--- src/rtl/core/gcb_pkg.sv ---
// Package with widths, register codes and types of the greedy change breakdown block.
`default_nettype none

package gcb_pkg;

  localparam int VAL_W             = 20;
  localparam int CNT_REG_W         = 3;
  localparam int CFG_IDX_W         = 4;
  localparam int CFG_DATA_W        = 20;
  localparam int MAX_DENOM_DEFAULT = 6;

  localparam logic [CFG_IDX_W-1:0] REG_DENOM_COUNT = 4'd6;
  localparam logic [CFG_IDX_W-1:0] REG_KIND_MASK   = 4'd7;

  localparam logic STATUS_OK    = 1'b0;
  localparam logic STATUS_SHORT = 1'b1;
  localparam logic KIND_COIN    = 1'b0;

  typedef logic [VAL_W-1:0] val_t;

  typedef struct packed {
    logic kind;
    val_t unit_value;
    val_t how_many;
    logic status;
    logic last;
  } result_t;

  typedef struct packed {
    logic start;
    val_t dividend;
    val_t divisor;
  } div_req_t;

  typedef struct packed {
    logic done;
    val_t quot;
    val_t rem;
  } div_rsp_t;

endpackage

`default_nettype wire

--- src/rtl/core/gcb_channel_if.sv ---
// Valid/ready channel interfaces for requests, results and configuration writes.
`default_nettype none

interface gcb_in_if;
  logic         valid;
  logic         ready;
  gcb_pkg::val_t price;
  gcb_pkg::val_t paid;

  modport source (output valid, output price, output paid, input ready);
  modport sink   (input valid, input price, input paid, output ready);
endinterface

interface gcb_out_if;
  logic          valid;
  logic          ready;
  logic          kind;
  gcb_pkg::val_t unit_value;
  gcb_pkg::val_t how_many;
  logic          status;
  logic          last;

  modport source (output valid, output kind, output unit_value, output how_many,
                  output status, output last, input ready);
  modport sink   (input valid, input kind, input unit_value, input how_many,
                  input status, input last, output ready);
endinterface

interface gcb_cfg_if;
  logic                           valid;
  logic                           ready;
  logic [gcb_pkg::CFG_IDX_W-1:0]  index;
  logic [gcb_pkg::CFG_DATA_W-1:0] data;

  modport source (output valid, output index, output data, input ready);
  modport sink   (input valid, input index, input data, output ready);
endinterface

`default_nettype wire

--- src/rtl/core/gcb_divider.sv ---
// Restoring divider that produces one quotient bit per cycle.
`default_nettype none

module gcb_divider (
  input  wire logic              clk,
  input  wire logic              rst_n,
  input  wire gcb_pkg::div_req_t req,
  output gcb_pkg::div_rsp_t      rsp
);

  localparam int STEP_W = $clog2(gcb_pkg::VAL_W);

  gcb_pkg::val_t     rem_r;
  gcb_pkg::val_t     quot_r;
  gcb_pkg::val_t     dsor_r;
  logic [STEP_W-1:0] step_r;
  logic              busy_r;
  logic              done_r;

  logic [gcb_pkg::VAL_W:0] shifted;
  gcb_pkg::val_t           diff;
  logic                    fits;

  // The partial remainder stays below the divisor, so one more bit fits in VAL_W+1.
  assign shifted = {rem_r, quot_r[gcb_pkg::VAL_W-1]};
  assign diff    = shifted[gcb_pkg::VAL_W-1:0] - dsor_r;
  assign fits    = (shifted >= {1'b0, dsor_r});

  always_ff @(posedge clk) begin
    if (!rst_n) begin
      busy_r <= 1'b0;
      done_r <= 1'b0;
    end else if (req.start) begin
      busy_r <= 1'b1;
      done_r <= 1'b0;
    end else if (busy_r && (step_r == '0)) begin
      busy_r <= 1'b0;
      done_r <= 1'b1;
    end
  end

  always_ff @(posedge clk) begin
    if (req.start) begin
      rem_r  <= '0;
      quot_r <= req.dividend;
      dsor_r <= req.divisor;
      step_r <= STEP_W'(gcb_pkg::VAL_W - 1);
    end else if (busy_r) begin
      rem_r  <= fits ? diff : shifted[gcb_pkg::VAL_W-1:0];
      quot_r <= {quot_r[gcb_pkg::VAL_W-2:0], fits};
      step_r <= step_r - 1'b1;
    end
  end

  assign rsp.done = done_r;
  assign rsp.quot = quot_r;
  assign rsp.rem  = rem_r;

endmodule

`default_nettype wire

--- src/rtl/core/greedy_change_breakdown.sv ---
// Top level of the greedy change breakdown block: configuration, sequencer and result register.
//
// Usage:
//   cfg_ch writes the denomination registers (index 0..5), the count in use (6) and the
//   bill/coin mask (7); it is always ready and a write to any other index is ignored.
//   in_ch takes one request of price and paid. in_ch.ready is high only while the
//   sequencer is idle, so one request is worked on at a time.
//   out_ch returns one to six results per request; the final one has last set.
//   A short payment gives a single result with status set.
// Sequence:
//   Denominations are visited from the highest index in use down to zero. Each nonzero
//   one starts the shared divider in S_PICK, waits in S_DIV for the restoring division
//   and retires there; a zero one is skipped in S_PICK.
// Stalls:
//   Results leave through an output register. While the receiver stalls, the sequencer
//   waits only when it must move a result into a full output register; the next
//   request is accepted while the final result still waits there.
// Reset: rst_n, synchronous, clears the registers, the sequencer and the output valid.
`default_nettype none

module greedy_change_breakdown #(
  parameter int MAX_DENOMINATIONS = gcb_pkg::MAX_DENOM_DEFAULT
) (
  input wire logic  clk,
  input wire logic  rst_n,
  gcb_cfg_if.sink   cfg_ch,
  gcb_in_if.sink    in_ch,
  gcb_out_if.source out_ch
);

  localparam int CNT_W = $clog2(MAX_DENOMINATIONS + 1);
  localparam int IDX_W = (MAX_DENOMINATIONS > 1) ? $clog2(MAX_DENOMINATIONS) : 1;

  typedef enum logic [3:0] {
    S_IDLE  = 4'b0001,
    S_PICK  = 4'b0010,
    S_DIV   = 4'b0100,
    S_FINAL = 4'b1000
  } state_t;

  gcb_pkg::val_t                 denom_r [MAX_DENOMINATIONS];
  logic [gcb_pkg::CNT_REG_W-1:0] count_r;
  logic [MAX_DENOMINATIONS-1:0]  kind_mask_r;

  state_t            state_r, state_nxt;
  gcb_pkg::val_t     rem_r, rem_nxt;
  logic [CNT_W-1:0]  cnt_r, cnt_nxt;
  logic              have_r, have_nxt;
  gcb_pkg::result_t  pend_r, pend_nxt;
  gcb_pkg::result_t  out_r, out_nxt;
  logic              out_vld_r, out_vld_nxt;

  gcb_pkg::div_req_t div_req;
  gcb_pkg::div_rsp_t div_rsp;

  logic [CNT_W-1:0]  used;
  logic [CNT_W-1:0]  idx_full;
  logic [IDX_W-1:0]  idx;
  logic              out_free;
  gcb_pkg::result_t  found;

  gcb_divider u_div (
    .clk   (clk),
    .rst_n (rst_n),
    .req   (div_req),
    .rsp   (div_rsp)
  );

  // Configuration registers. Denomination slots beyond the parameter are never read.
  always_ff @(posedge clk) begin
    if (!rst_n) begin
      for (int i = 0; i < MAX_DENOMINATIONS; i++) begin
        denom_r[i] <= '0;
      end
      count_r     <= '0;
      kind_mask_r <= '0;
    end else if (cfg_ch.valid) begin
      if (cfg_ch.index < gcb_pkg::CFG_IDX_W'(MAX_DENOMINATIONS)) begin
        denom_r[cfg_ch.index[IDX_W-1:0]] <= cfg_ch.data[gcb_pkg::VAL_W-1:0];
      end else if (cfg_ch.index == gcb_pkg::REG_DENOM_COUNT) begin
        count_r <= cfg_ch.data[gcb_pkg::CNT_REG_W-1:0];
      end else if (cfg_ch.index == gcb_pkg::REG_KIND_MASK) begin
        kind_mask_r <= cfg_ch.data[MAX_DENOMINATIONS-1:0];
      end
    end
  end

  assign cfg_ch.ready = 1'b1;

  assign used = (count_r > gcb_pkg::CNT_REG_W'(MAX_DENOMINATIONS)) ?
                CNT_W'(MAX_DENOMINATIONS) : CNT_W'(count_r);
  assign idx_full = cnt_r - 1'b1;
  assign idx      = idx_full[IDX_W-1:0];
  assign out_free = !out_vld_r || out_ch.ready;

  always_comb begin
    found.kind       = kind_mask_r[idx];
    found.unit_value = denom_r[idx];
    found.how_many   = div_rsp.quot;
    found.status     = gcb_pkg::STATUS_OK;
    found.last       = 1'b0;
  end

  // A found result waits in pend_r until the next one shows whether it is the last.
  always_comb begin
    state_nxt        = state_r;
    rem_nxt          = rem_r;
    cnt_nxt          = cnt_r;
    have_nxt         = have_r;
    pend_nxt         = pend_r;
    out_nxt          = out_r;
    out_vld_nxt      = out_vld_r && !out_ch.ready;
    div_req.start    = 1'b0;
    div_req.dividend = rem_r;
    div_req.divisor  = denom_r[idx];

    case (state_r)
      S_IDLE: begin
        if (in_ch.valid) begin
          if (in_ch.price > in_ch.paid) begin
            pend_nxt        = '0;
            pend_nxt.status = gcb_pkg::STATUS_SHORT;
            have_nxt        = 1'b1;
            state_nxt       = S_FINAL;
          end else begin
            rem_nxt   = in_ch.paid - in_ch.price;
            cnt_nxt   = used;
            have_nxt  = 1'b0;
            state_nxt = S_PICK;
          end
        end
      end
      S_PICK: begin
        if (cnt_r == '0) begin
          state_nxt = S_FINAL;
        end else if (denom_r[idx] == '0) begin
          cnt_nxt = cnt_r - 1'b1;
        end else begin
          div_req.start = 1'b1;
          state_nxt     = S_DIV;
        end
      end
      S_DIV: begin
        if (div_rsp.done) begin
          if (div_rsp.quot == '0) begin
            cnt_nxt   = cnt_r - 1'b1;
            state_nxt = S_PICK;
          end else if (!have_r || out_free) begin
            if (have_r) begin
              out_nxt     = pend_r;
              out_vld_nxt = 1'b1;
            end
            pend_nxt  = found;
            have_nxt  = 1'b1;
            rem_nxt   = div_rsp.rem;
            cnt_nxt   = cnt_r - 1'b1;
            state_nxt = S_PICK;
          end
        end
      end
      S_FINAL: begin
        if (out_free) begin
          if (have_r) begin
            out_nxt = pend_r;
          end else begin
            out_nxt        = '0;
            out_nxt.kind   = gcb_pkg::KIND_COIN;
            out_nxt.status = gcb_pkg::STATUS_OK;
          end
          out_nxt.last = 1'b1;
          out_vld_nxt  = 1'b1;
          have_nxt     = 1'b0;
          state_nxt    = S_IDLE;
        end
      end
      default: begin
        state_nxt = S_IDLE;
      end
    endcase
  end

  always_ff @(posedge clk) begin
    if (!rst_n) begin
      state_r   <= S_IDLE;
      have_r    <= 1'b0;
      out_vld_r <= 1'b0;
    end else begin
      state_r   <= state_nxt;
      have_r    <= have_nxt;
      out_vld_r <= out_vld_nxt;
    end
  end

  always_ff @(posedge clk) begin
    rem_r  <= rem_nxt;
    cnt_r  <= cnt_nxt;
    pend_r <= pend_nxt;
    out_r  <= out_nxt;
  end

  assign in_ch.ready       = (state_r == S_IDLE);
  assign out_ch.valid      = out_vld_r;
  assign out_ch.kind       = out_r.kind;
  assign out_ch.unit_value = out_r.unit_value;
  assign out_ch.how_many   = out_r.how_many;
  assign out_ch.status     = out_r.status;
  assign out_ch.last       = out_r.last;

endmodule

`default_nettype wire

--- src/flat_wrapper.sv ---
// flat-port wrapper written by rule: the top's interface ports become plain ports
module greedy_change_breakdown_flat 
#(
  parameter int MAX_DENOMINATIONS = gcb_pkg::MAX_DENOM_DEFAULT
)
  (clk, rst_n, cfg_ch_valid, cfg_ch_index, cfg_ch_data, cfg_ch_ready, in_ch_valid, in_ch_price, in_ch_paid, in_ch_ready, out_ch_valid, out_ch_kind, out_ch_unit_value, out_ch_how_many, out_ch_status, out_ch_last, out_ch_ready);
  gcb_cfg_if cfg_ch_i ();
  gcb_in_if in_ch_i ();
  gcb_out_if out_ch_i ();
  input wire logic clk;
  input wire logic rst_n;
  input wire logic [$bits(cfg_ch_i.valid)-1:0] cfg_ch_valid;
  input wire logic [$bits(cfg_ch_i.index)-1:0] cfg_ch_index;
  input wire logic [$bits(cfg_ch_i.data)-1:0] cfg_ch_data;
  output wire logic [$bits(cfg_ch_i.ready)-1:0] cfg_ch_ready;
  input wire logic [$bits(in_ch_i.valid)-1:0] in_ch_valid;
  input wire logic [$bits(in_ch_i.price)-1:0] in_ch_price;
  input wire logic [$bits(in_ch_i.paid)-1:0] in_ch_paid;
  output wire logic [$bits(in_ch_i.ready)-1:0] in_ch_ready;
  output wire logic [$bits(out_ch_i.valid)-1:0] out_ch_valid;
  output wire logic [$bits(out_ch_i.kind)-1:0] out_ch_kind;
  output wire logic [$bits(out_ch_i.unit_value)-1:0] out_ch_unit_value;
  output wire logic [$bits(out_ch_i.how_many)-1:0] out_ch_how_many;
  output wire logic [$bits(out_ch_i.status)-1:0] out_ch_status;
  output wire logic [$bits(out_ch_i.last)-1:0] out_ch_last;
  input wire logic [$bits(out_ch_i.ready)-1:0] out_ch_ready;
  assign cfg_ch_i.valid = cfg_ch_valid;
  assign cfg_ch_i.index = cfg_ch_index;
  assign cfg_ch_i.data = cfg_ch_data;
  assign cfg_ch_ready = cfg_ch_i.ready;
  assign in_ch_i.valid = in_ch_valid;
  assign in_ch_i.price = in_ch_price;
  assign in_ch_i.paid = in_ch_paid;
  assign in_ch_ready = in_ch_i.ready;
  assign out_ch_valid = out_ch_i.valid;
  assign out_ch_kind = out_ch_i.kind;
  assign out_ch_unit_value = out_ch_i.unit_value;
  assign out_ch_how_many = out_ch_i.how_many;
  assign out_ch_status = out_ch_i.status;
  assign out_ch_last = out_ch_i.last;
  assign out_ch_i.ready = out_ch_ready;
  greedy_change_breakdown #(.MAX_DENOMINATIONS(MAX_DENOMINATIONS)) u_core (.clk(clk), .rst_n(rst_n), .cfg_ch(cfg_ch_i), .in_ch(in_ch_i), .out_ch(out_ch_i));
endmodule
--- config.mk ---
export PLATFORM = sky130hd
export DESIGN_NAME = greedy_change_breakdown_flat
export DESIGN_NICKNAME = d
export VERILOG_FILES = /design/src/rtl/core/gcb_pkg.sv /design/src/rtl/core/gcb_channel_if.sv /design/src/rtl/core/gcb_divider.sv /design/src/rtl/core/greedy_change_breakdown.sv /design/src/flat_wrapper.sv
export SDC_FILE = /design/constraint.sdc
export NUM_CORES = 1
export LEC_CHECK = 0
export CORE_ASPECT_RATIO = 0.6
export CORE_MARGIN = 5
export CORE_UTILIZATION = 43
export CTS_CLUSTER_SIZE = 8
export DETAILED_ROUTE_END_ITERATION = 8
export DONT_BUFFER_PORTS = 1
export HOLD_SLACK_MARGIN = 0.15
export MAX_ROUTING_LAYER = met4
export SLEW_MARGIN = 20
export SYNTH_ARGS = -nofsm -noshare
export SYNTH_HDL_FRONTEND = slang
export SYNTH_SLANG_ARGS = --single-unit
--- constraint.sdc ---
create_clock -name clk -period 8.4 [get_ports clk]
set_clock_uncertainty 0.1 [all_clocks]
set_input_delay 1.68 -clock clk [delete_from_list [all_inputs] [get_ports clk]]
set_output_delay 1.68 -clock clk [all_outputs]
set_load 0.005 [all_outputs]
Word-level counts from Yosys, hierarchy flattened. Memory sizes are Yosys's and may differ from the RTL's. Cells that the tools add are included.

Multiplexer cells: 68. Reduce and logical (&&, ||, !) cells: 27. Add/subtract/negate cells: 4. Order comparisons: 5. Bitwise operators: 3. Equality and inequality tests: 18.

Operators with widths (count): 2-to-1 mux 43 bit (11); 2-to-1 mux 20 bit (9); one-hot mux 43 bit (2 select lines) (2); zero test 20 bit (2); one-hot mux 20 bit (2 select lines) (1); subtractor 20 bit (2); 2-to-1 mux 4 bit (8); 2-to-1 mux 3 bit (9); AND reduction 6 bit (4); 2-to-1 mux 1 bit (23); >= comparator 21 x 20 -> 1 bit (1); greater-than comparator 20 bit (1); OR reduction 20 bit (1); one-hot mux 4 bit (4 select lines) (1); equality test 4 x 3 -> 1 bit, second input constant (3); != test 2 x 1 -> 1 bit, second input constant (5); != test 2 bit, second input constant (5); one-hot mux 3 bit (3 select lines) (1); nonzero test 2 bit (4); AND reduction 7 bit (1); nonzero test 3 bit (2); zero test 5 bit (1); AND reduction 5 bit (1); subtractor 5 x 1 -> 5 bit, second input constant (1); other kinds (20) (26).

Word-level logic and storage cells: 149. Memories kept: 1. Flip-flop bits (word level): 191. Output and inout bits: 46. Memory bits (writable): 120.

Memory list: u_core.denom_r (depth 6, width 20, read ports 1, clocked after Yosys merged registers in 0, write ports 6, RTL line greedy_change_breakdown.sv:41) `gcb_pkg::val_t denom_r [MAX_DENOMINATIONS];`.

Logic depth before layout (Yosys ltp). Gate-level depths: netlist of the first run.

Depth after elaboration: 7. Mapped depth: 16. Mapped depth without buffers: 11.

Cells and area by module. A second synthesis of the first run with hierarchy kept.

Cells, all modules: 1356. Area, all modules: 16887.4 um2.

By module, submodules not included: greedy_change_breakdown (sequential area each 8348.0 um2, cells each 996, instances 1, area an instance 13071.3 um2); gcb_divider (sequential area each 1741.7 um2, cells each 360, instances 1, area an instance 3816.2 um2).

Worst setup path after synthesis of the first run. Ideal clock, no wire load.

Path kind: input to register. From: input port in_ch_price[2]. To: register u_core.pend_r[10] (netlist name) (enable). Data arrival time: 6547 ps. Stages: 9. Setup time: 506 ps. Setup slack: 1247 ps. Cell sequence: inv_1 > ha_1 > nor2b_1 > o31a_1 > o311ai_0 > a31oi_1 > nor3_1 > o211ai_1 > a21boi_0.

Word-level cells in the longest chain between the ends: 3.

Ends and longest elaborated chain: start: declaration (RTL line flat_wrapper.sv:17) `input wire logic [$bits(in_ch_i.price)-1:0] in_ch_price;`; greater-than comparator 20 bit (RTL line greedy_change_breakdown.sv:120) `if (in_ch.price > in_ch.paid) begin`; != test 2 x 1 -> 1 bit (no source line); AND reduction 6 bit (no source line); end signal: assignment (RTL line greedy_change_breakdown.sv:197) `pend_r <= pend_nxt;`; end: declaration (RTL line greedy_change_breakdown.sv:49) `gcb_pkg::result_t pend_r, pend_nxt;`.

Every way passes these cells. A chain may end at the register's enable or synchronous reset.

Worst setup path in the final report of the first run.
From: register u_core.cnt_r[0]. To: register u_core.u_div.quot_r[12] (enable).

Word-level cells in the longest chain between the ends: 7.

Ends and longest elaborated chain: start: declaration (RTL line greedy_change_breakdown.sv:47) `logic [CNT_W-1:0] cnt_r, cnt_nxt;`; start signal: assignment (RTL line greedy_change_breakdown.sv:196) `cnt_r <= cnt_nxt;`; subtractor 3 x 1 -> 3 bit (RTL line greedy_change_breakdown.sv:92) `assign idx_full = cnt_r - 1'b1;`; memory read (6 x 20 bit); zero test 20 bit (RTL line greedy_change_breakdown.sv:136) `end else if (denom_r[idx] == '0) begin`; 2-to-1 mux 1 bit (RTL line greedy_change_breakdown.sv:136); 2-to-1 mux 1 bit (*) (RTL line greedy_change_breakdown.sv:134) `if (cnt_r == '0) begin`; 2-to-1 mux 1 bit (*) (RTL line greedy_change_breakdown.sv:117) `case (state_r)`; nonzero test 2 bit (no source line) (*); end signal: assignment (RTL line gcb_divider.sv:45) `quot_r <= req.dividend;`; end signal: assignment (RTL line gcb_divider.sv:50) `quot_r <= {quot_r[gcb_pkg::VAL_W-2:0], fits};`; end: declaration (RTL line gcb_divider.sv:14) `gcb_pkg::val_t quot_r;`.

Every way passes the cells marked *; elsewhere a longest branch is shown, timed or not.

==> out/summary.md, run 1 <==
The run finished with clean final reports. Detailed placement finished with a half-perimeter wire length of 26.18 mm. In the post-synthesis netlist, the biggest area contributors are sky130_fd_sc_hd__edfxtp_1 57%, sky130_fd_sc_hd__mux4_2 5.7%, sky130_fd_sc_hd__dfxtp_1 5.1%, sky130_fd_sc_hd__nor2_1 4.0%, sky130_fd_sc_hd__ha_1 3.3%. The final-report setup violation count came out at 0. The type of element launching the critical path is a flip-flop.

The path type of the worst setup path was reg2reg. At the end of routability-driven placement, the weighted congestion stood at 0.8520. The total routing usage reported by global routing was 18.49%.

The floorplan step defined a die boundary enclosing 42,120 um2. Via count of the first global-routing pass: 9,777. The class of the tightest hold or removal check is reg2reg. Power comes to 5.935 mW. The worst path required time was 8530 ps. The worst pin sits at a relative slew slack of 23.03%. Cells with a size suffix above 1 make up 11.87% of the layout.

The tools report the post-place setup slack as 3025 ps. The worst setup path is captured at a flip-flop. The library cells used most frequently in the layout, excluding fill and tap cells, are 308 x sky130_fd_sc_hd__edfxtp_1, 173 x sky130_fd_sc_hd__nor2_1, 87 x sky130_fd_sc_hd__inv_1, 71 x sky130_fd_sc_hd__nand2_1, 66 x sky130_fd_sc_hd__nor2b_1. Count of final max-slew check failures: 0. The number of detailed-routing iterations run before antenna repair came out at 5. For this block, the routed nets add up to 38.65 mm of wire.

The tools report the critical path arrival as 5490 ps. Summing all placed instances gives a cell area of 17,090 um2. Across all setup checks in the final design, the least slack found is 3038 ps.

Entering global routing, the biggest net connects 48 pins. The H-tree was split into 2 levels. The tool flagged a number of max-cap violations equal to 0.

The global-route wire length before repair is 58.57 mm. 0 antenna diodes ended up in the layout. In the routed design, unresolved DRC markers number 0. Number of enable-type register cells in the synthesized netlist: 308. The clock tree buffer depth was 3. The root buffer cell chosen for the clock tree is sky130_fd_sc_hd__clkbuf_16. After synthesis, the largest area contributor takes up 56.61% of total cell area. Synthesis inferred 350 register bits. The most instantiated flip-flop cell in the synthesis netlist is sky130_fd_sc_hd__edfxtp_1. For this run, the number of Yosys warnings is 0. The die is 161.0 um tall. The number of antenna violations at the first check in global routing came out at 0. The count of nets after finishing came out at 1,449. The number of rows in the core area came out at 55.

sky130_fd_sc_hd__edfxtp_1 takes more of the synthesized area than any other cell. The slew at the pin closest to its max-slew limit is 1152 ps, and the total leakage power is 6.721 nW. After synthesis, flip-flops and latches occupy 61.76% of the total area. The achievable frequency came out at 186.5 MHz. The floorplan step set the die width to 261.6 um. The tools report the post-synth design cell area as 16,340 um2. With fillers left out, the area of the finished cells amounts to 18,530 um2. The run gives 5923 um2 as the total area of multi-input combinational cells. Counting distinct cell types in the post-synthesis netlist gives 59.

Setup repair after global routing left no endpoint under its margin. The run gives 0 as the final hold violation count. VDD sags by at most 155.4 uV. The number of gates resized after CTS was 0. The run gives 845 as the number of DRC markers in iteration 0. The cell count after synthesis came out at 1,284. The layout overhead on the synthesized area was 13.43%.

The tree built by TritonCTS fans out to 350 sinks. The clock transition at the registers of the reported paths works out to 50 ps. For this run, asynchronously set or reset flops after synthesis account for 0%. Using the TritonRoute via totals, the vias-per-cell ratio works out to 5.391. The share of the clock period used by the worst path came out at 63.83%. 115 I/O pins were placed. In this run the power density over the cells is 320.3 nW/um2.

Port buffer count: 0. The average cell area after synthesis was 12.72 um2. The smallest clock period supported by the final layout is computed as 5362 ps. Setup total negative slack on the finished layout was measured at 0 ps. The number of setup buffers added after CTS is 0. Summing all flip-flop and latch instances after layout gives 10,090 um2.

The count of nets left with antenna violations once routing finished came out at 0. The most common cell after layout, fill and taps aside is sky130_fd_sc_hd__edfxtp_1. In the final routed layout, each cell accounts on average for 20.58 um. The insertion delay to the later sink of the worst-skew pair is 570 ps. The global-route congestion overflow total is 0. The core box area was 37,570 um2; the number of buffers added to fix hold violations after cts was 0. Clock tree synthesis inserted a total of 49 buffers.

The final route contains 10.12k vias. For this configuration, the core starts out at a cell density of 43.48%. TritonCTS built the clock tree. Fill cells in the final layout number 3,300. The largest fanout on the critical path works out to 40.
## registers in the layout, indices dropped and copies added, names as in the netlist, 3 cells and up
register / count
u_core.cnt_r: 3
u_core.count_r: 3
u_core.denom_r: 160
u_core.kind_mask_r: 6
u_core.out_ch.how_many: 20
u_core.out_ch.unit_value: 20
u_core.pend_r: 42
u_core.rem_r: 20
u_core.state_r: 4
u_core.u_div.dsor_r: 20
u_core.u_div.quot_r: 20
u_core.u_div.rem_r: 20
u_core.u_div.step_r: 5
## power by group
part	internal, mW	total (mW)	switching, mW
clock network	1.10	1.83	0.727
logic	0.690	1.72	1.03
registers	2.23	2.38	0.153
total	4.02	5.94	1.91
## area by class of cell
class | instances | area share (%)
sequential | 350 | 54.45
multi-input combinational | 831 | 31.96
clock buffer | 79 | 7.394
tap | 513 | 3.464
inverter | 87 | 1.762
timing repair buffer | 16 | 0.7562
clock inverter | 2 | 0.2093
## worst paths after layout
check / slack [ps] / start / depth (start not counted) / end
worst max-delay path: 3040 / u_core.cnt_r[0] / 11 / u_core.u_div.quot_r[12]
worst min-delay path: 410 / u_core.kind_mask_r[3] / 2 / u_core.kind_mask_r[3]
worst max register to register: 3040 / u_core.cnt_r[0] / 11 / u_core.u_div.quot_r[12]
worst min register to register: 410 / u_core.kind_mask_r[3] / 2 / u_core.kind_mask_r[3]
## layer usage
metal / wire [um] / track usage (%) / up-vias / share of wire (%)
li1: - / - / 4727 / -
met1: 19860 / 29.30 / 5030 / 51
met2: 15460 / 24.21 / 318 / 40
met3: 2854 / 4.516 / 49 / 7.4
met4: 481 / 3.222 / 0 / 1.2
met5: 0 / - / - / 0
## synthesized netlist by cell type (all sizes together) (15+ instances only)
master	instances
a21oi	53
nor2	175
a211oi	19
buf	15
inv	87
clkbuf	40
o21ai	40
nor3	18
mux2	32
dfxtp	42
nand2	72
ha	43
and2	34
mux4	41
nor2b	67
edfxtp	308
mux2i	31
## stage by stage
step | hold WS [ps] | instances | utilization (%)
5_1_grt | 449.5 | 1878 | 49.32
3_5_place_dp | 399.2 | 1796 | 45.49
3_3_place_gp | 400.4 | 1796 | 45.49
6_report | 411.9 | 1878 | 49.32
2_1_floorplan | 365.0 | 1323 | -
4_1_cts | 415.9 | 1877 | 49.24
## cells by family after synthesis
logic type                 Yosys count  synth area share [%]
muxes                              104                 9.757
adders and majority gates           45                 3.538
and+or+nand+nor                    446                 13.40
xor gates and xnor gates            27                 1.448
DFF                                350                 61.76
buffers and inverters              142                 3.469
other                                2               0.04597
AOI/OAI and AO/OA                  168                 6.579
## critical path: stages (launching register included)
cell,delay [ps]
sky130_fd_sc_hd__edfxtp_1,340
sky130_fd_sc_hd__inv_1,90
sky130_fd_sc_hd__ha_1,1060
sky130_fd_sc_hd__buf_4,450
sky130_fd_sc_hd__mux4_2,380
sky130_fd_sc_hd__or4_1,500
sky130_fd_sc_hd__nor2_1,100
sky130_fd_sc_hd__a21oi_1,80
sky130_fd_sc_hd__a2111oi_4,650
sky130_fd_sc_hd__nor2_4,290
sky130_fd_sc_hd__buf_4,370
sky130_fd_sc_hd__or2_2,560
Note: power is estimated with default switching activity, not from simulation.
==> run 2: changes to the inputs <==
==> constraint.sdc (replaced) <==
create_clock -name clk -period 5.5 [get_ports clk]
set_clock_uncertainty 0.1 [all_clocks]
set_input_delay 1.1 -clock clk [delete_from_list [all_inputs] [get_ports clk]]
set_output_delay 1.1 -clock clk [all_outputs]
set_load 0.005 [all_outputs]
==> run 2 against run 1 <==
  * Sequential share of layout area about the same
  * Power up 52%
  * Clock power up 50%
  * Routed wire length up 0.88%
  * Largest power group unchanged
  * Design area about the same
  * Worst setup slack worse by 1900 ps
  * Via count up 0.12%
  * Clock-buffer cell count up 1
==> out/summary.md, run 2 (synthesized netlist as in run 1, its figures left out) <==
The flow ran to the end, and the final reports show no timing, DRC or antenna violations. The slew at the pin closest to its max-slew limit is 1118 ps (-34.06 ps). The via count of the first global-routing pass was 9,920 (+1.5%). The largest registers in the layout are u_core.denom_r: 160 flops, u_core.pend_r: 42 flops. The tools report the total negative slack for setup checks as 0 ps (unchanged). The critical path arrival was 4410 ps (-1080 ps). STA classifies the critical path startpoint as an input port.

The number of cells upsized or downsized after cts was 0 (unchanged). The number of DRC markers in iteration 0 came out at 1,101 (+30%). For the number of detailed-routing iterations run before antenna repair, the log shows 5 (unchanged). The critical path's largest stage delay works out to 830 ps (-230 ps).

The slowest stage of the critical path belongs to the cell sky130_fd_sc_hd__o311ai_0. The count of final max-slew check failures came out at 0 (unchanged). The global-route wire length before repair was 59.14 mm (+0.96%). The total clock buffers created by CTS is 49 (unchanged), and the final-report setup violation count is 0 (unchanged). The tightest slew margin relative to the limit was 25.30% (+2.3 points).

The buffer and inverter count on the worst path came out at 2 (-1). The wire length after detailed routing is 39.00 mm (+0.88%). TritonCTS built the clock tree. Number of antenna violations at the first check in global routing: 1 (+1). The register area is 10,090 um2 (unchanged), and the time the final worst path needs with I/O delays and setup is 4341 ps. The logs give 1220 ps (-1820 ps) for the slack of the worst reg-to-reg path and 3 (unchanged) for the clock tree buffer depth. The total number of H-tree levels is 2 (unchanged), and the vias after detailed routing is 10.14k (+0.12%). The layout overhead on the synthesized area is 13.48% (about the same). The wire length per cell after detailed routing is 20.67 um (+0.40%). Walking the worst path, the cells encountered are inv_1 -> ha_1 -> fa_1 -> nor2b_1 -> o31a_1 -> o311ai_0 -> a31oi_1 -> nor3_1 -> o211ai_1 -> a21boi_4 -> buf_4.

The path type of the worst setup path is in2reg. The average via count per standard cell is 5.371 (-0.36%), and the count of nets after finishing is 1,458 (+0.62%). The class of the tightest hold or removal check was reg2reg. The final standard cell utilization of the core was 49.34% (about the same); the detailed-route DRC error count was 0 (unchanged).

The total leakage power is 6.741 nW (+0.31%). Leaving out fill and tap cells, the most frequent cells in the layout are 308 x sky130_fd_sc_hd__edfxtp_1, 173 x sky130_fd_sc_hd__nor2_1, 87 x sky130_fd_sc_hd__inv_1, 72 x sky130_fd_sc_hd__nand2_1, 66 x sky130_fd_sc_hd__nor2b_1. The worst path required time is 5570 ps (-2960 ps), and the chip width is 261.6 um (unchanged). The die extent in y was 161.0 um (unchanged); the total power density per cell area was 487.1 nW/um2 (+52%).

The final hold slack came out at 421.4 ps (+9.505 ps). The full die area is 42,120 um2 (unchanged), and the residual antenna-violating net count after detailed routing is 0 (unchanged). Clock transition at the registers of the reported paths: 50 ps (about the same). Setup repair after global routing left no endpoint under its margin.

The fill cell total of the finished layout was 3,315 (+0.45%); the share of final-layout standard cells stronger than drive strength 1 was 12.23% (+0.36 points). The core box area is 37,570 um2 (unchanged), and the achievable frequency is 230.4 MHz. The top register by number of flip-flops was u_core.denom_r. The port buffer count was 0 (unchanged); the number of rows in the core area was 55 (unchanged). The largest fanout on the critical path works out to 42 (+5.0%). Sort of element at the end of the critical path: a flip-flop. The number of flip-flops in the largest register is 160 (unchanged). Pin count of the biggest net entering global routing: 65 (+35%). The run gives 1,887 (+0.48%) as the final non-filler cell total. In the finished design, the share of the clock period the worst path needs comes to 78.93%. The logs give 0.8982 (+5.4%) for the last weighted congestion value of the routability-driven placer and 0 (unchanged) for the number of buffers added to fix hold violations after cts.

The cell count after placement is 1,806 (+0.56%). Leaving out fill and tap cells, the most frequent cell in the layout is sky130_fd_sc_hd__edfxtp_1. The kind of cell adding the most delay to the critical path is compound AO/OA/AOI/OAI gates.

The run gives 0 (unchanged) as the buffers inserted during post-CTS setup optimization. The insertion delay to the later sink of the worst-skew pair came out at 560 ps (about the same). The worst-case vdd ir drop is 272.6 uV (+75%). For the clock sink total, the log shows 350 (unchanged). The global-route congestion overflow total was 0 (unchanged). The logs give 115 (unchanged) for the I/O pin count and 0 (unchanged) for the max-cap check violation count. The cell sitting at the root of the clock tree is a sky130_fd_sc_hd__clkbuf_16. The final antenna diode count came out at 0 (unchanged).

The initial core utilization came out at 43.48% (unchanged). The post-route total power was 9.031 mW (+52%); the HPWL reported at the end of detailed placement was 27.03 mm (+3.2%). The tools report the final hold violation count as 0 (unchanged). The total area of multi-input combinational cells is 5913 um2 (-0.17%), and the total routing usage reported by global routing is 18.77% (+0.27 points).
==> run 2: cell count changes in the layout (fill, tap and decap cells not counted), sizes merged <==
cell,previous run,this run
buf,16,25
clkbuf,79,80
inv,88,87
==> run 2: power by group <==
group          total, mW  leakage [nW]  internal [mW]  switching [mW]
registers           3.64          3.25           3.40           0.234
logic               2.65          2.83           1.08            1.57
clock network       2.75         0.658           1.67            1.08
==> run 2: stage by stage <==
stage | instance area [um2] | setup slack (ps)
2_1_floorplan | 16480 | 32.04
3_3_place_gp | 17160 | 753.1
3_5_place_dp | 17160 | 726.2
4_1_cts | 18540 | 1196
5_1_grt | 18540 | 948.2
6_report | 18540 | 1159
==> run 2: area by class of cell <==
| cell class | count | share of cell area, % |
|---|---|---|
| Sequential cell | 350 | 54.42 |
| Multi-Input combinational cell | 831 | 31.90 |
| Clock buffer | 80 | 7.356 |
| Tap cell | 513 | 3.462 |
| Inverter | 87 | 1.761 |
| Timing Repair Buffer | 25 | 1.012 |
| Clock inverter | 1 | 0.08774 |
==> run 2: worst register-to-register path, delay by kind of cell (launching register included) <==
kind            cells  cell delay [ps]
flops               1              340
compound gates      2              690
fa+ha+maj           1              550
buf+inv             2              430
mux                 1              370
simple gates        4             1480
==> run 2: metal layers <==
layer  up-vias  wire [um]  share of wire [%]  track usage (%)
met1      5005      19910                 51            30.29
met2       343      15250                 39            23.47
met3        48       3336                8.6            5.031
met4         0        493                1.3            3.556
met5         -          0                  0                -
li1       4740          -                  -                -
==> run 2: path summary, 6_finish.rpt <==
| kind | from | endpoint | cells after the start |
|---|---|---|---|
| min reg2reg | u_core.u_div.step_r[1] | u_core.u_div.step_r[1] | 2 |
| max reg2reg | u_core.cnt_r[0] | u_core.u_div.quot_r[13] | 10 |
| max | in_ch_paid[0] | u_core.pend_r[33] | 11 |
| min | u_core.u_div.step_r[1] | u_core.u_div.step_r[1] | 2 |
==> run 3: changes to the inputs <==
--- a/config.mk
+++ b/config.mk
@@ -5,6 +5,7 @@
 export SDC_FILE = /design/constraint.sdc
 export NUM_CORES = 1
 export LEC_CHECK = 0
+export ABC_AREA = 1
 export CORE_ASPECT_RATIO = 0.6
 export CORE_MARGIN = 5
 export CORE_UTILIZATION = 43
==> constraint.sdc (replaced) <==
create_clock -name clk -period 4.2 [get_ports clk]
set_clock_uncertainty 0.1 [all_clocks]
set_input_delay 0.84 -clock clk [delete_from_list [all_inputs] [get_ports clk]]
set_output_delay 0.84 -clock clk [all_outputs]
set_load 0.005 [all_outputs]
==> run 3 against run 2 <==
  * Global-route usage is 2.2 points higher
  * Largest power group unchanged
  * Highest routed layer unchanged
  * Area after synthesis up 7.0%
  * Register-to-register slack got worse by 480 ps
  * Critical endpoint is now u_core.u_div.dsor_r[10]
==> out/summary.md, run 3 <==
The global-route congestion overflow total is 0 (unchanged). The largest registers in the layout are u_core.denom_r: 160 flops, u_core.pend_r: 42 flops. The power spent charging and discharging nets is 4.611 mW (+60%). The number of buffers added to fix hold violations after cts was 0 (unchanged). For the vias after detailed routing, the log shows 13.33k (+32%). The initial core utilization is 43.39% (-0.086 points), and the average via count per standard cell is 5.070 (-5.6%).

For the full die area, the log shows 44,930 um2 (+6.7%). The share of final-layout standard cells stronger than drive strength 1 is 5.103% (-7.1 points). Leaving out fill and tap cells, the most frequent cell in the layout is sky130_fd_sc_hd__nand2_1.

The average cell area after synthesis was 8.699 um2 (-32%). The tools report the final-report setup violation count as 0 (unchanged). The run gives 2,171 (+49%) as the count of nets after finishing. For the cell count after synthesis, the log shows 2,010 (+57%).

The run gives 0 (unchanged) as the number of cells upsized or downsized after cts. Ranked by total cell area, the synthesized netlist is headed by sky130_fd_sc_hd__edfxtp_1 53%, sky130_fd_sc_hd__nand2_1 11%, sky130_fd_sc_hd__nor2_1 7.1%, sky130_fd_sc_hd__inv_1 6.5%, sky130_fd_sc_hd__dfxtp_1 4.8%. The logs give 40,290 um2 (+7.2%) for the core box area and 0 (unchanged) for the count of final max-slew check failures.

By startpoint and endpoint, the worst setup path is classified as reg2reg. The cell depth of the worst min-delay path was 1 (-1); the number of rows in the core area was 57 (+3.6%). Setup repair after global routing left no endpoint under its margin. The tools report the critical path arrival as 3580 ps (-830 ps).

The worst-case vdd ir drop was 787.8 uV (+190%). The layout overhead on the synthesized area came out at 12.48%. Class of the tightest hold or removal check: in2reg. The internal power consumption was 8.001 mW (+30%). Pin count of the biggest net entering global routing: 85 (+31%). The run finished with clean final reports. The tools report the portion of total power attributed to sequential cells as 38.6% (-1.7 points). The time the final worst path needs with I/O delays and setup was 3464 ps. The insertion delay to the later sink of the worst-skew pair is 570 ps (about the same).

The tools report the clock network power share as 29.5% (-0.9 points). Sort of element at the end of the critical path: a flip-flop. The residual antenna-violating net count after detailed routing is 0 (unchanged).

Among all flip-flop cells after synthesis, the most frequent one is sky130_fd_sc_hd__edfxtp_1. The number of flip-flops in the largest register is 160 (unchanged). For this run, the top clock speed supported by timing is 288.7 MHz. Global-route wire length before repair: 72.31 mm (+22%).

For the clock sink total, the log shows 350 (unchanged). The share of synthesized flip-flops with an asynchronous set or reset was 0% (unchanged); the worst path required time was 4320 ps (-1250 ps). The unique cell type count in the Yosys netlist is 38 (-36%), and the share of the clock period used by the worst path is 82.47%. The total routing usage reported by global routing was 21.01% (+2.2 points). The library cell with the highest instance count after synthesis is sky130_fd_sc_hd__nand2_1. The chip width was 270.3 um (+3.3%).

The run gives 8.625 nW (+28%) as the total leakage power. The number of detailed-routing iterations run before antenna repair was 7 (+2). The via count of the first global-routing pass came out at 12.56k (+27%). The total power density per cell area came out at 641.2 nW/um2 (+32%). The tools report the type of element launching the critical path as a flip-flop.

TritonCTS built the clock tree. The die extent in y came out at 166.2 um (+3.2%). The clock tree root driver cell is sky130_fd_sc_hd__clkbuf_16. sky130_fd_sc_hd__edfxtp_1 takes more of the synthesized area than any other cell. The clock transition at the registers of the reported paths came out at 50 ps (about the same). Counting flops per register, the top entry is u_core.denom_r. The logs give 3 (unchanged) for the clock tree buffer depth and 1,394 (+27%) for the number of DRC markers in iteration 0. The slew at the pin closest to its max-slew limit is 1041 ps (-76.50 ps), and the post-place setup slack is 579.2 ps (-147.0 ps). The total number of H-tree levels was 2 (unchanged); the buffers inserted during post-CTS setup optimization was 0 (unchanged). The wire length after detailed routing is 46.62 mm (+20%), and the largest fanout on the critical path is 83 (+98%). The logs give 1 (unchanged) for the number of antenna violations at the first check in global routing and 33.47 mm (+24%) for the HPWL reported at the end of detailed placement. The fill cell total of the finished layout is 3,844 (+16%), and the number of enable-type register cells in the synthesized netlist is 308 (unchanged). The port buffer count was 0 (unchanged). The sequential element share of the synthesized area was 57.70% (-4.1 points). The detailed-route DRC error count is 0 (unchanged). The top cell types in the final layout, fill and taps aside, are 513 x sky130_fd_sc_hd__nand2_1, 332 x sky130_fd_sc_hd__nor2_1, 308 x sky130_fd_sc_hd__edfxtp_1, 300 x sky130_fd_sc_hd__inv_1, 98 x sky130_fd_sc_hd__nand3_1. In the synthesized netlist, the cells that appear most often are 514 x sky130_fd_sc_hd__nand2_1, 333 x sky130_fd_sc_hd__nor2_1, 308 x sky130_fd_sc_hd__edfxtp_1, 301 x sky130_fd_sc_hd__inv_1, 98 x sky130_fd_sc_hd__nand3_1. The total negative slack for setup checks was 0 ps (unchanged); the wire length per cell after detailed routing was 17.73 um (-14%). The max-cap check violation count is 0 (unchanged). The I/O pin count was 115 (unchanged).

The share of the synthesized area in the top cell type was 52.89% (-3.7 points). The part of the total power dissipated in combinational logic is 32.0% (+2.7 points). The post-synth design cell area is 17,490 um2 (+7.0%), and the number of synthesis warnings is 0 (unchanged). The total clock buffers created by CTS is 49 (unchanged). The final hold violation count is 0 (unchanged). The synthesis-stage register bit count is 350 (unchanged), and the net switching fraction of the power is 36.56% (+4.7 points). The path depth of the worst reg2reg path was 15 (+5). The tightest slew margin relative to the limit is 30.05% (+4.7 points).

Last weighted congestion value of the routability-driven placer: 0.9384 (+4.5%). Final worst setup slack: 736.4 ps (-422.5 ps).
==> run 3: cell types whose count changed in the layout (fill, tap and decap cells not counted), moves of 13 or more <==
| cell | before | now |
|---|---|---|
| sky130_fd_sc_hd__nand2_1 | 72 | 513 |
| sky130_fd_sc_hd__nor2_1 | 173 | 332 |
| sky130_fd_sc_hd__and2_1 | 34 | 1 |
| sky130_fd_sc_hd__mux4_2 | 41 | 0 |
| sky130_fd_sc_hd__mux2i_1 | 31 | 0 |
| sky130_fd_sc_hd__nor2b_1 | 66 | 0 |
| sky130_fd_sc_hd__a21oi_1 | 52 | 74 |
| sky130_fd_sc_hd__o21ai_0 | 39 | 78 |
| sky130_fd_sc_hd__inv_1 | 87 | 300 |
| sky130_fd_sc_hd__nand3_1 | 11 | 98 |
| sky130_fd_sc_hd__o21ai_1 | 0 | 30 |
| sky130_fd_sc_hd__mux2_2 | 32 | 0 |
| sky130_fd_sc_hd__a211oi_1 | 18 | 0 |
| sky130_fd_sc_hd__nand4_1 | 9 | 22 |
==> run 3: path summary, 6_finish.rpt <==
check	from	to	slack, ps
max reg2reg	u_core.cnt_r[0]	u_core.u_div.dsor_r[10]	740
min	rst_n	u_core.state_r[0]	300
min reg2reg	u_core.count_r[0]	u_core.count_r[0]	370
max	u_core.cnt_r[0]	u_core.u_div.dsor_r[10]	740
==> run 3: worst max-delay path, stage by stage, from the launching register on <==
cell and delay (ps):
sky130_fd_sc_hd__edfxtp_1 390, sky130_fd_sc_hd__inv_2 90, sky130_fd_sc_hd__buf_4 710, sky130_fd_sc_hd__nand2_1 110, sky130_fd_sc_hd__nand2_1 100, sky130_fd_sc_hd__nand2_1 40, sky130_fd_sc_hd__o21ai_0 100, sky130_fd_sc_hd__nand2_1 100
sky130_fd_sc_hd__nand2_1 180, sky130_fd_sc_hd__nor2_1 60, sky130_fd_sc_hd__nand2_1 50, sky130_fd_sc_hd__nor2_1 50, sky130_fd_sc_hd__nand2_1 100, sky130_fd_sc_hd__nand3_2 190, sky130_fd_sc_hd__inv_2 360, sky130_fd_sc_hd__buf_4 340
==> run 3: layout make-up <==
cell class,count,area [um2],share of cell area (%)
tap,531,664.4,3.378
inverter,311,1167,5.935
timing repair buffer,31,257.7,1.311
clock inverter,1,30.03,0.1527
sequential,350,10090,51.30
antenna,1,2.502,0.01272
multi-input combinational,1314,6033,30.68
clock buffer,90,1423,7.233
==> run 3: kinds of logic (layout without fill, tap and decap cells) <==
kind of cell | after synthesis | after routing | synth area share, %
XOR/XNOR | 18 | 18 | 0.9016
flip-flops | 350 | 350 | 57.70
other | 2 | 42 | 0.04295
adder cells (fa/ha/maj) | 45 | 45 | 3.306
AO/OA/AOI/OAI | 211 | 211 | 6.440
AND/OR/NAND/NOR | 999 | 999 | 22.88
buffers and inverters | 385 | 433 | 8.723
==> run 3: power by group through the flow <==
stage | Sequential, mW | Clock, mW | Combinational (mW)
floorplan | 4.85 | 0 | 2.79
global placement | 4.92 | 0 | 3.95
detailed placement | 4.93 | 0 | 3.98
CTS | 4.86 | 3.80 | 4.01
global route | 4.92 | 3.99 | 4.55
finish | 4.86 | 3.72 | 4.03
==> run 3: per-layer routing <==
metal / vias up / track usage (%) / share of wire [%]
met5: - / - / 0
met2: 425 / 26.68 / 38
met1: 6315 / 33.73 / 52
met3: 52 / 5.112 / 8.8
li1: 6538 / - / -
met4: 0 / 3.694 / 1.2
==> run 3: stage by stage <==
| step | cells | utilization [%] | hold WS [ps] | power, mW | cell area, um2 |
|---|---|---|---|---|---|
| after global placement | 2537 | 45.20 | 340.2 | 8.860 | 18210 |
| after global routing | 2629 | 48.81 | 273.6 | 13.45 | 19670 |
| after floorplan | 2049 | - | 324.0 | 7.635 | 17640 |
| after CTS | 2628 | 48.80 | 268.2 | 12.67 | 19670 |
| final | 2629 | 48.81 | 300.6 | 12.61 | 19670 |
| after detailed placement | 2537 | 45.20 | 362.6 | 8.910 | 18210 |
